### src/rtl/srlp_pkg.sv
// srlp_pkg: shared types and constants for the SMTP reply line parser.
// No dependencies; used by smtp_reply_line_parser and its checker.
`default_nettype none

package srlp_pkg;

   localparam int unsigned ByteW   = 8;
   localparam int unsigned KindW   = 3;
   localparam int unsigned CodeW   = 10;
   localparam int unsigned ErrW    = 3;
   localparam int unsigned CountW  = 2;

   localparam logic [KindW-1:0] KIND_NONE      = 3'd0;
   localparam logic [KindW-1:0] KIND_TEXT      = 3'd1;
   localparam logic [KindW-1:0] KIND_CONT_END  = 3'd2;
   localparam logic [KindW-1:0] KIND_REPLY_END = 3'd3;
   localparam logic [KindW-1:0] KIND_ERROR     = 3'd4;

   localparam logic [ErrW-1:0] ERR_NONE     = 3'd0;
   localparam logic [ErrW-1:0] ERR_SHORT    = 3'd1;
   localparam logic [ErrW-1:0] ERR_LONG     = 3'd2;
   localparam logic [ErrW-1:0] ERR_NONDIGIT = 3'd3;
   localparam logic [ErrW-1:0] ERR_MISMATCH = 3'd4;
   localparam logic [ErrW-1:0] ERR_NO_LF    = 3'd5;

   localparam logic [ByteW-1:0] CH_ZERO   = 8'h30;
   localparam logic [ByteW-1:0] CH_NINE   = 8'h39;
   localparam logic [ByteW-1:0] CH_HYPHEN = 8'h2D;
   localparam logic [ByteW-1:0] CH_SPACE  = 8'h20;
   localparam logic [ByteW-1:0] CH_CR     = 8'h0D;
   localparam logic [ByteW-1:0] CH_LF     = 8'h0A;

   localparam logic [CountW-1:0] CODE_DIGITS = 2'd3;

   typedef enum logic [2:0] {
      PH_CODE = 3'b001,
      PH_TEXT = 3'b010,
      PH_LF   = 3'b100
   } phase_type;

endpackage

`default_nettype wire

### src/rtl/smtp_reply_line_parser.sv
// smtp_reply_line_parser: top level, byte-wide SMTP reply line parser.
// Depends on srlp_pkg.
//
// Usage: the server-to-client byte stream enters on the req_ channel, one
// byte per beat. Every accepted byte yields exactly one beat on the rsp_
// channel: kind none, a text byte, a line end with its status code
// (continued line or end of reply), or an error with its error code.
// After the first error every later byte yields kind none until reset.
// The result is registered: a byte accepted in one cycle shows its result
// in the next. Throughput is one byte per cycle when not stalled; the parse
// state and result register are updated together at each accepted beat.
// When the receiver stalls, the result register holds its beat and
// req_stall rises in the same cycle; a waiting result is taken and a new
// byte accepted in the same cycle as soon as rsp_stall drops.
// Reset (synchronous) empties the result register and returns the parser
// to the start of a reply, clearing any earlier error.
`default_nettype none

module smtp_reply_line_parser (
   input  wire logic       clock,
   input  wire logic       reset,
   input  wire logic       req_valid,
   output      logic       req_stall,
   input  wire logic [7:0] req_byte_in,
   output      logic       rsp_valid,
   input  wire logic       rsp_stall,
   output      logic [2:0] rsp_kind,
   output      logic [7:0] rsp_text_byte,
   output      logic [9:0] rsp_status_code,
   output      logic [2:0] rsp_error_code
);

   srlp_pkg::phase_type phase_ff, phase_in;
   logic [1:0] digit_count_ff, digit_count_in;
   logic [9:0] code_accum_ff, code_accum_in;
   logic       continues_ff, continues_in;
   logic       first_line_ff, first_line_in;
   logic [9:0] reply_code_ff, reply_code_in;
   logic       failed_ff, failed_in;

   logic       rsp_valid_ff;
   logic [2:0] kind_ff, kind_in;
   logic [7:0] text_ff, text_in;
   logic [9:0] status_ff, status_in;
   logic [2:0] err_ff, err_in;

   logic        accept;
   logic        is_sep;
   logic        is_digit;
   logic [13:0] times_ten;
   logic [9:0]  digit_val;

   assign req_stall = rsp_valid_ff && rsp_stall;
   assign accept    = req_valid && !req_stall;

   assign is_sep    = (req_byte_in == srlp_pkg::CH_SPACE) || (req_byte_in == srlp_pkg::CH_HYPHEN);
   assign is_digit  = (req_byte_in >= srlp_pkg::CH_ZERO) && (req_byte_in <= srlp_pkg::CH_NINE);
   assign times_ten = 14'(code_accum_ff) * 14'd10;
   assign digit_val = 10'(req_byte_in - srlp_pkg::CH_ZERO);

   always_comb begin
      phase_in       = phase_ff;
      digit_count_in = digit_count_ff;
      code_accum_in  = code_accum_ff;
      continues_in   = continues_ff;
      first_line_in  = first_line_ff;
      reply_code_in  = reply_code_ff;
      failed_in      = failed_ff;
      kind_in        = srlp_pkg::KIND_NONE;
      text_in        = '0;
      status_in      = '0;
      err_in         = srlp_pkg::ERR_NONE;

      if (!failed_ff) begin
         case (phase_ff)
            srlp_pkg::PH_TEXT: begin
               if (req_byte_in == srlp_pkg::CH_CR) begin
                  phase_in = srlp_pkg::PH_LF;
               end else begin
                  kind_in = srlp_pkg::KIND_TEXT;
                  text_in = req_byte_in;
               end
            end
            srlp_pkg::PH_LF: begin
               if (req_byte_in != srlp_pkg::CH_LF) begin
                  failed_in = 1'b1;
                  kind_in   = srlp_pkg::KIND_ERROR;
                  err_in    = srlp_pkg::ERR_NO_LF;
               end else if (!first_line_ff && (code_accum_ff != reply_code_ff)) begin
                  failed_in = 1'b1;
                  kind_in   = srlp_pkg::KIND_ERROR;
                  err_in    = srlp_pkg::ERR_MISMATCH;
               end else begin
                  if (first_line_ff) begin
                     reply_code_in = code_accum_ff;
                  end
                  // a final line re-arms the first-line capture
                  first_line_in  = !continues_ff;
                  kind_in        = continues_ff ? srlp_pkg::KIND_CONT_END
                                                : srlp_pkg::KIND_REPLY_END;
                  status_in      = code_accum_ff;
                  code_accum_in  = '0;
                  digit_count_in = '0;
                  phase_in       = srlp_pkg::PH_CODE;
               end
            end
            default: begin
               if (is_sep) begin
                  if (digit_count_ff != srlp_pkg::CODE_DIGITS) begin
                     failed_in = 1'b1;
                     kind_in   = srlp_pkg::KIND_ERROR;
                     err_in    = srlp_pkg::ERR_SHORT;
                  end else begin
                     continues_in = (req_byte_in == srlp_pkg::CH_HYPHEN);
                     phase_in     = srlp_pkg::PH_TEXT;
                  end
               end else if (digit_count_ff == srlp_pkg::CODE_DIGITS) begin
                  failed_in = 1'b1;
                  kind_in   = srlp_pkg::KIND_ERROR;
                  err_in    = srlp_pkg::ERR_LONG;
               end else if (!is_digit) begin
                  failed_in = 1'b1;
                  kind_in   = srlp_pkg::KIND_ERROR;
                  err_in    = srlp_pkg::ERR_NONDIGIT;
               end else begin
                  code_accum_in  = times_ten[9:0] + digit_val;
                  digit_count_in = digit_count_ff + 2'd1;
                  phase_in       = srlp_pkg::PH_CODE;
               end
            end
         endcase
      end
   end

   always_ff @(posedge clock) begin
      if (reset) begin
         phase_ff       <= srlp_pkg::PH_CODE;
         digit_count_ff <= '0;
         code_accum_ff  <= '0;
         continues_ff   <= 1'b0;
         first_line_ff  <= 1'b1;
         reply_code_ff  <= '0;
         failed_ff      <= 1'b0;
         rsp_valid_ff   <= 1'b0;
      end else begin
         if (accept) begin
            phase_ff       <= phase_in;
            digit_count_ff <= digit_count_in;
            code_accum_ff  <= code_accum_in;
            continues_ff   <= continues_in;
            first_line_ff  <= first_line_in;
            reply_code_ff  <= reply_code_in;
            failed_ff      <= failed_in;
            rsp_valid_ff   <= 1'b1;
         end else if (!rsp_stall) begin
            rsp_valid_ff <= 1'b0;
         end
      end
   end

   always_ff @(posedge clock) begin
      if (accept) begin
         kind_ff   <= kind_in;
         text_ff   <= text_in;
         status_ff <= status_in;
         err_ff    <= err_in;
      end
   end

   assign rsp_valid       = rsp_valid_ff;
   assign rsp_kind        = kind_ff;
   assign rsp_text_byte   = text_ff;
   assign rsp_status_code = status_ff;
   assign rsp_error_code  = err_ff;

endmodule

`default_nettype wire

### config.mk
export PLATFORM = sky130hd
export DESIGN_NAME = smtp_reply_line_parser
export DESIGN_NICKNAME = d
export VERILOG_FILES = /design/src/rtl/srlp_pkg.sv /design/src/rtl/smtp_reply_line_parser.sv
export SDC_FILE = /design/constraint.sdc
export NUM_CORES = 1
export LEC_CHECK = 0
export BUFFER_PORTS_ARGS = -buffer_cell sky130_fd_sc_hd__buf_2
export CORE_ASPECT_RATIO = 1.1
export CORE_MARGIN = 5
export CORE_UTILIZATION = 55
export DETAILED_ROUTE_END_ITERATION = 10
export GPL_ROUTABILITY_DRIVEN = 0
export HOLD_SLACK_MARGIN = 0.03
export MAX_ROUTING_LAYER = met4
export PLACE_DENSITY = 0.79
export SYNTH_ARGS = -nofsm -noshare
export SYNTH_HDL_FRONTEND = slang
export SYNTH_SLANG_ARGS = --single-unit
### constraint.sdc
create_clock -name clock -period 6.4 [get_ports clock]
set_input_delay 1.28 -clock clock [delete_from_list [all_inputs] [get_ports clock]]
set_output_delay 1.28 -clock clock [all_outputs]
set_load 0.01 [all_outputs]
## Word level (Yosys, flattened, before mapping)

Index checks and enable logic that the tools add are counted.

| word-level totals | value |
|---|---|
| word-level logic and storage cells | 106 |
| output and inout bits | 26 |
| register bits | 53 |
| input bits | 12 |

| cells by class | value |
|---|---|
| eq/ne operators | 17 |
| reduce and logical (&&, ||, !) cells | 18 |
| $mul | 1 |
| $lt $le $gt $ge | 2 |
| add/sub/neg operators | 3 |
| bitwise gates (word level) | 7 |
| multiplexer cells | 46 |

Operator list:

| operator | number |
|---|---|
| $mux 10 | 5 |
| $mux 3 | 16 |
| $pmux 10 s2 | 1 |
| $pmux 3 s2 | 3 |
| $eq 8x6->1 const B | 2 |
| $reduce_and 8->1 | 2 |
| $mux 2 | 7 |
| $mux 1 | 12 |
| $add 10x10->10 | 1 |
| $mul 10x3->9 const B | 1 |
| $ne 10x10->1 | 1 |
| $reduce_and 5->1 | 2 |
| $sub 8x6->9 const B | 1 |
| $eq 8x4->1 const B | 1 |
| $ge 8x6->1 const B | 1 |
| $le 8x6->1 const B | 1 |
| $ne 2x2->1 const B | 4 |
| $ne 4x2->1 const B | 2 |
| $ne 8x4->1 const B | 1 |
| $not 1->1 | 7 |
| $ne 2x1->1 const B | 3 |
| $reduce_and 6->1 | 1 |
| $logic_and 1x1->1 | 4 |
| $pmux 2 s2 | 1 |
| 12 further kinds | 14 |

## Depth between registers and ports, before layout

| logic depth | value |
|---|---|
| depth after elaboration | 7 |
| depth in mapped cells | 13 |
| gate-level depth less buffers | 13 |

## Worst setup path after synthesis

Ideal clock, no wire load.

| path | value |
|---|---|
| path kind | input port to flip-flop |
| start point | input port req_byte_in[6] |
| end point | register code_accum_ff[7] |
| setup slack | 3.467 ns |
| buffers on the path | 3 |
| arrival time | 2.801 ns |
| required time | 6.268 ns |
| cell stages on the path | 9 |
| library setup time | 0.132 ns |
| cell sequence | buf_6 -> nor4_4 -> and4_1 -> buf_4 -> nand2_2 -> o311a_1 -> clkbuf_1 -> o21ai_0 -> o41ai_2 |

| between the ends | value |
|---|---|
| cells in the longest elaborated chain, start to end | 6 |
| elaborated cells on any way between the ends | 17 |
| classes of those cells | add/sub: 2; order compare: 2; eq/ne: 5; mux: 4; reduce/logical: 4 |

Ends and longest elaborated chain:

| what | RTL line | RTL |
|---|---|---|
| start, declared | smtp_reply_line_parser.sv:24 | `input wire logic [7:0] req_byte_in,` |
| $sub 8x6->9 | smtp_reply_line_parser.sv:59 | `assign digit_val = 10'(req_byte_in - srlp_pkg::CH_ZERO);` |
| $add 10x10->10 | smtp_reply_line_parser.sv:126 | `code_accum_in = times_ten[9:0] + digit_val;` |
| $mux 10 | smtp_reply_line_parser.sv:121 | `end else if (!is_digit) begin` |
| $mux 10 | smtp_reply_line_parser.sv:117 | `end else if (digit_count_ff == srlp_pkg::CODE_DIGITS) begin` |
| $mux 10 | smtp_reply_line_parser.sv:108 | `if (is_sep) begin` |
| $pmux 10 s2 | smtp_reply_line_parser.sv:75 | `case (phase_ff)` |
| end signal, assigned | smtp_reply_line_parser.sv:149 | `code_accum_ff <= code_accum_in;` |
| end, declared | smtp_reply_line_parser.sv:35 | `logic [9:0] code_accum_ff, code_accum_in;` |

Several ways; a longest one is shown, not always the timed one. The select of a mux whose other input is x is not followed.
A chain may end at the register's enable or synchronous reset.

## Final worst setup path

| path | value |
|---|---|
| start point | input port req_byte_in[2] |
| end point | register code_accum_ff[7] |

Same word-level chain as after synthesis.

==> qor.yml <==
power:
  power.density_nw_per_um2: 181
  p_leak_uw: 0.00143
  ir_worst_vdd_mv: 0.134
yosys:
  synth_cell_types: 57
  synth.avg_cell_area_um2: 9.63
  async_flop_share: 0
  syn-num-nets: 363
  synth_top_family_by_area: "simple AND/OR/NAND/NOR gates"
  synth_top_area_share: 0.230
  synth_xor_area_frac: 0.0726
  syn-cell-area_um2: 3140
  synth_compound_area_frac: 0.167
  synthAdderAreaFrac: 0.104
  synth_cells: 326
  synth_top_area_cell: "edfxtp_1"
  yosys.area_share.simple: 0.211
  synth_area_leaders: "edfxtp_1, dfxtp_1, ha_1, xnor2_1, a21oi_1"
  synthMuxAreaShare: 0.00319
  synth_ff_type: "dfxtp_1"
  ys_seq_elements: 53
  yosysWarnings: 0
  synth_enable_flop_cells: 24
  yosysSeqAreaShare: 0.415
final_layout:
  mostFrequentLayoutCell: "buf_2"
  final_cell_mix: "buf_2, a21oi_1, dfxtp_1"
  area_growth_pct: 10.0
  multi_input_area_um2: 1750
  utilization: 0.632
  seq_area_um2: 1300
  n_antenna_cell: 0
  fin_nets: 395
  layout-drive-gt1-share: 0.164
  fill_cells: 483
global_routing:
  grt_pass1_wl_um: 11000
  grt_max_degree: 32
  antenna_found_initial: 0
  grt_use_total: 0.203
  grt_pass1_vias: 2361
  grt_overflow: 0
sta:
  hold_slack_ps: 470
  timing.slew.headroom: 0.344
  final_hold_viol_count: 0
  worst_slack_ps: 3390
  tns_ps: 0
  rsz0062_at_grt: "no"
  worstMarginPinSlew_ps: 983
  max_clock_freq_mhz: 333
  period_share: 0.470
  clock-skew-final_ps: 8.83
  setup_violations: 0
  period_needed_ps: 3010
  slew_violations: 0
setup_path:
  critPathRequiredTime_ps: 6620
  path_cells: "buf_2, nor4_4, and4_1, nand2_2, o311a_1, or2_0, o41ai_2"
  critical-path-top-delay-family: "simple AND/OR/NAND/NOR gates"
  endpoint_kind: "flip-flop"
  slowest_stage: "o311a_1"
  start_kind: "input pin"
  cp_data_arrival_time_ps: 3230
  cp_num_buf_inv: 1
  crit_fanout: 15
  worst-setup-path-type: "in2reg"
  slowest_delay_ps: 470
cts:
  h-tree-depth: 2
  cts_resized: 0
  insertion_delay_ps: 310
  cts-root-buf: "clkbuf_8"
  cts_made_buffers: 5
  clock_path_buffers: 2
  cts_tree: "built"
  postCtsSetupBuffers: 0
  ctsHoldBuffers: 0
  cts_sinks: 53
  clkTransAtPathRegs_ps: 100
routing:
  wl_um: 6740
  first_pass_iters: 5
  drc_errors: 0
  drtAntennaViolNets: 0
  drtIter0Drc: 208
  vias_per_cell: 5.72
  post_drt_wl_per_cell_um: 15.5
  num_vias: 2481
placement:
  dp_hpwl_um: 4960
  io_buffers: 37
  dp_worst_setup_slack_ps: 3100
floorplanning:
  dieArea_um2: 7320
  num_rows: 28
  die_h_um: 89.2
  start_util: 0.574
  ios: 38
  die_w_um: 82.0
  core_um2: 5470
min_path:
  hold_class: "reg2reg"
job:
  max_cap_viol_count: 0
status:
  status: "completed"
## power breakdown
group / internal [uW] / leakage [uW] / switching, uW
clock: 80.1 / 0.0000466 / 118
sequential: 362 / 0.000475 / 3.74
combinational: 21.5 / 0.000911 / 39.9
total: 463 / 0.00143 / 161
## sequential cells by signal, summed over array words and instances (netlist names)
signal           flops
rsp_text_byte        8
code_accum_ff       10
continues_ff         1
rsp_status_code     10
rsp_kind             3
first_line_ff        1
reply_code_ff       10
rsp_error_code       3
phase_ff             3
digit_count_ff       2
rsp_valid            1
failed_ff            1
## path summary, 6_finish.rpt
check	startpoint	end	slack, ps	cells past startpoint
setup reg to reg	code_accum_ff[1]	code_accum_ff[9]	3400	13
setup / recovery	req_byte_in[2]	code_accum_ff[7]	3390	7
hold reg to reg	reply_code_ff[5]	reply_code_ff[5]	470	2
hold / removal	reply_code_ff[5]	reply_code_ff[5]	470	2
## layout make-up
cell class,instances,area share
clock buffers,5,0.0199
clock inverters,3,0.00725
inverters,7,0.00761
multi-input cells,254,0.508
flip-flops and latches,53,0.377
well taps,75,0.0272
repair buffers,37,0.0536
## synth_stat cells, types with 7 or more instances
| cell | n |
|---|---|
| and2_1 | 17 |
| nand2_1 | 28 |
| edfxtp_1 | 24 |
| ha_1 | 23 |
| a21oi_1 | 31 |
| nor2_1 | 21 |
| dfxtp_1 | 29 |
| clkbuf_1 | 9 |
| nand4_1 | 7 |
| xnor2_1 | 23 |
| o21ai_0 | 22 |
| inv_1 | 7 |
| nand3_1 | 12 |
| nor3_1 | 9 |
## stage by stage
step                      std cells  power (uW)  cell area, um^2
after CTS                       434         627             3450
final                           434         625             3450
after global routing            434         649             3450
after floorplan                 326         412             3140
after global placement          426         433             3360
after detailed placement        426         434             3360
## routing by layer
| layer | part of all wire | track usage | vias to the layer above | wire [um] |
|---|---|---|---|---|
| li1 | - | - | 1245 | - |
| met1 | 0.43 | 0.244 | 1161 | 2880 |
| met2 | 0.51 | 0.341 | 64 | 3470 |
| met3 | 0.039 | 0.0323 | 11 | 264 |
| met4 | 0.018 | 0.0740 | 0 | 121 |
| met5 | 0 | - | - | 0 |
## worst reg2reg max path: stages, from the launching register on
cell and delay, ps:
dfxtp_1 520, ha_1 300, ha_1 240, fa_1 410
a21o_1 180, a21oi_1 160, xnor2_1 100, ha_1 220
nor2_1 130, nand2_1 70, o221ai_1 200, xnor2_1 160
xnor2_1 130, o21ai_1 80
## cells by family (layout without fill, tap and decap cells)
kind of cell	count (synthesis)	after routing
compound gates	80	80
simple gates	122	122
buf+inv	19	52
xor+xnor	26	26
fa+ha+maj	25	25
mux	1	1
flops	53	53
No activity file was read; power rests on OpenSTA's default activity.
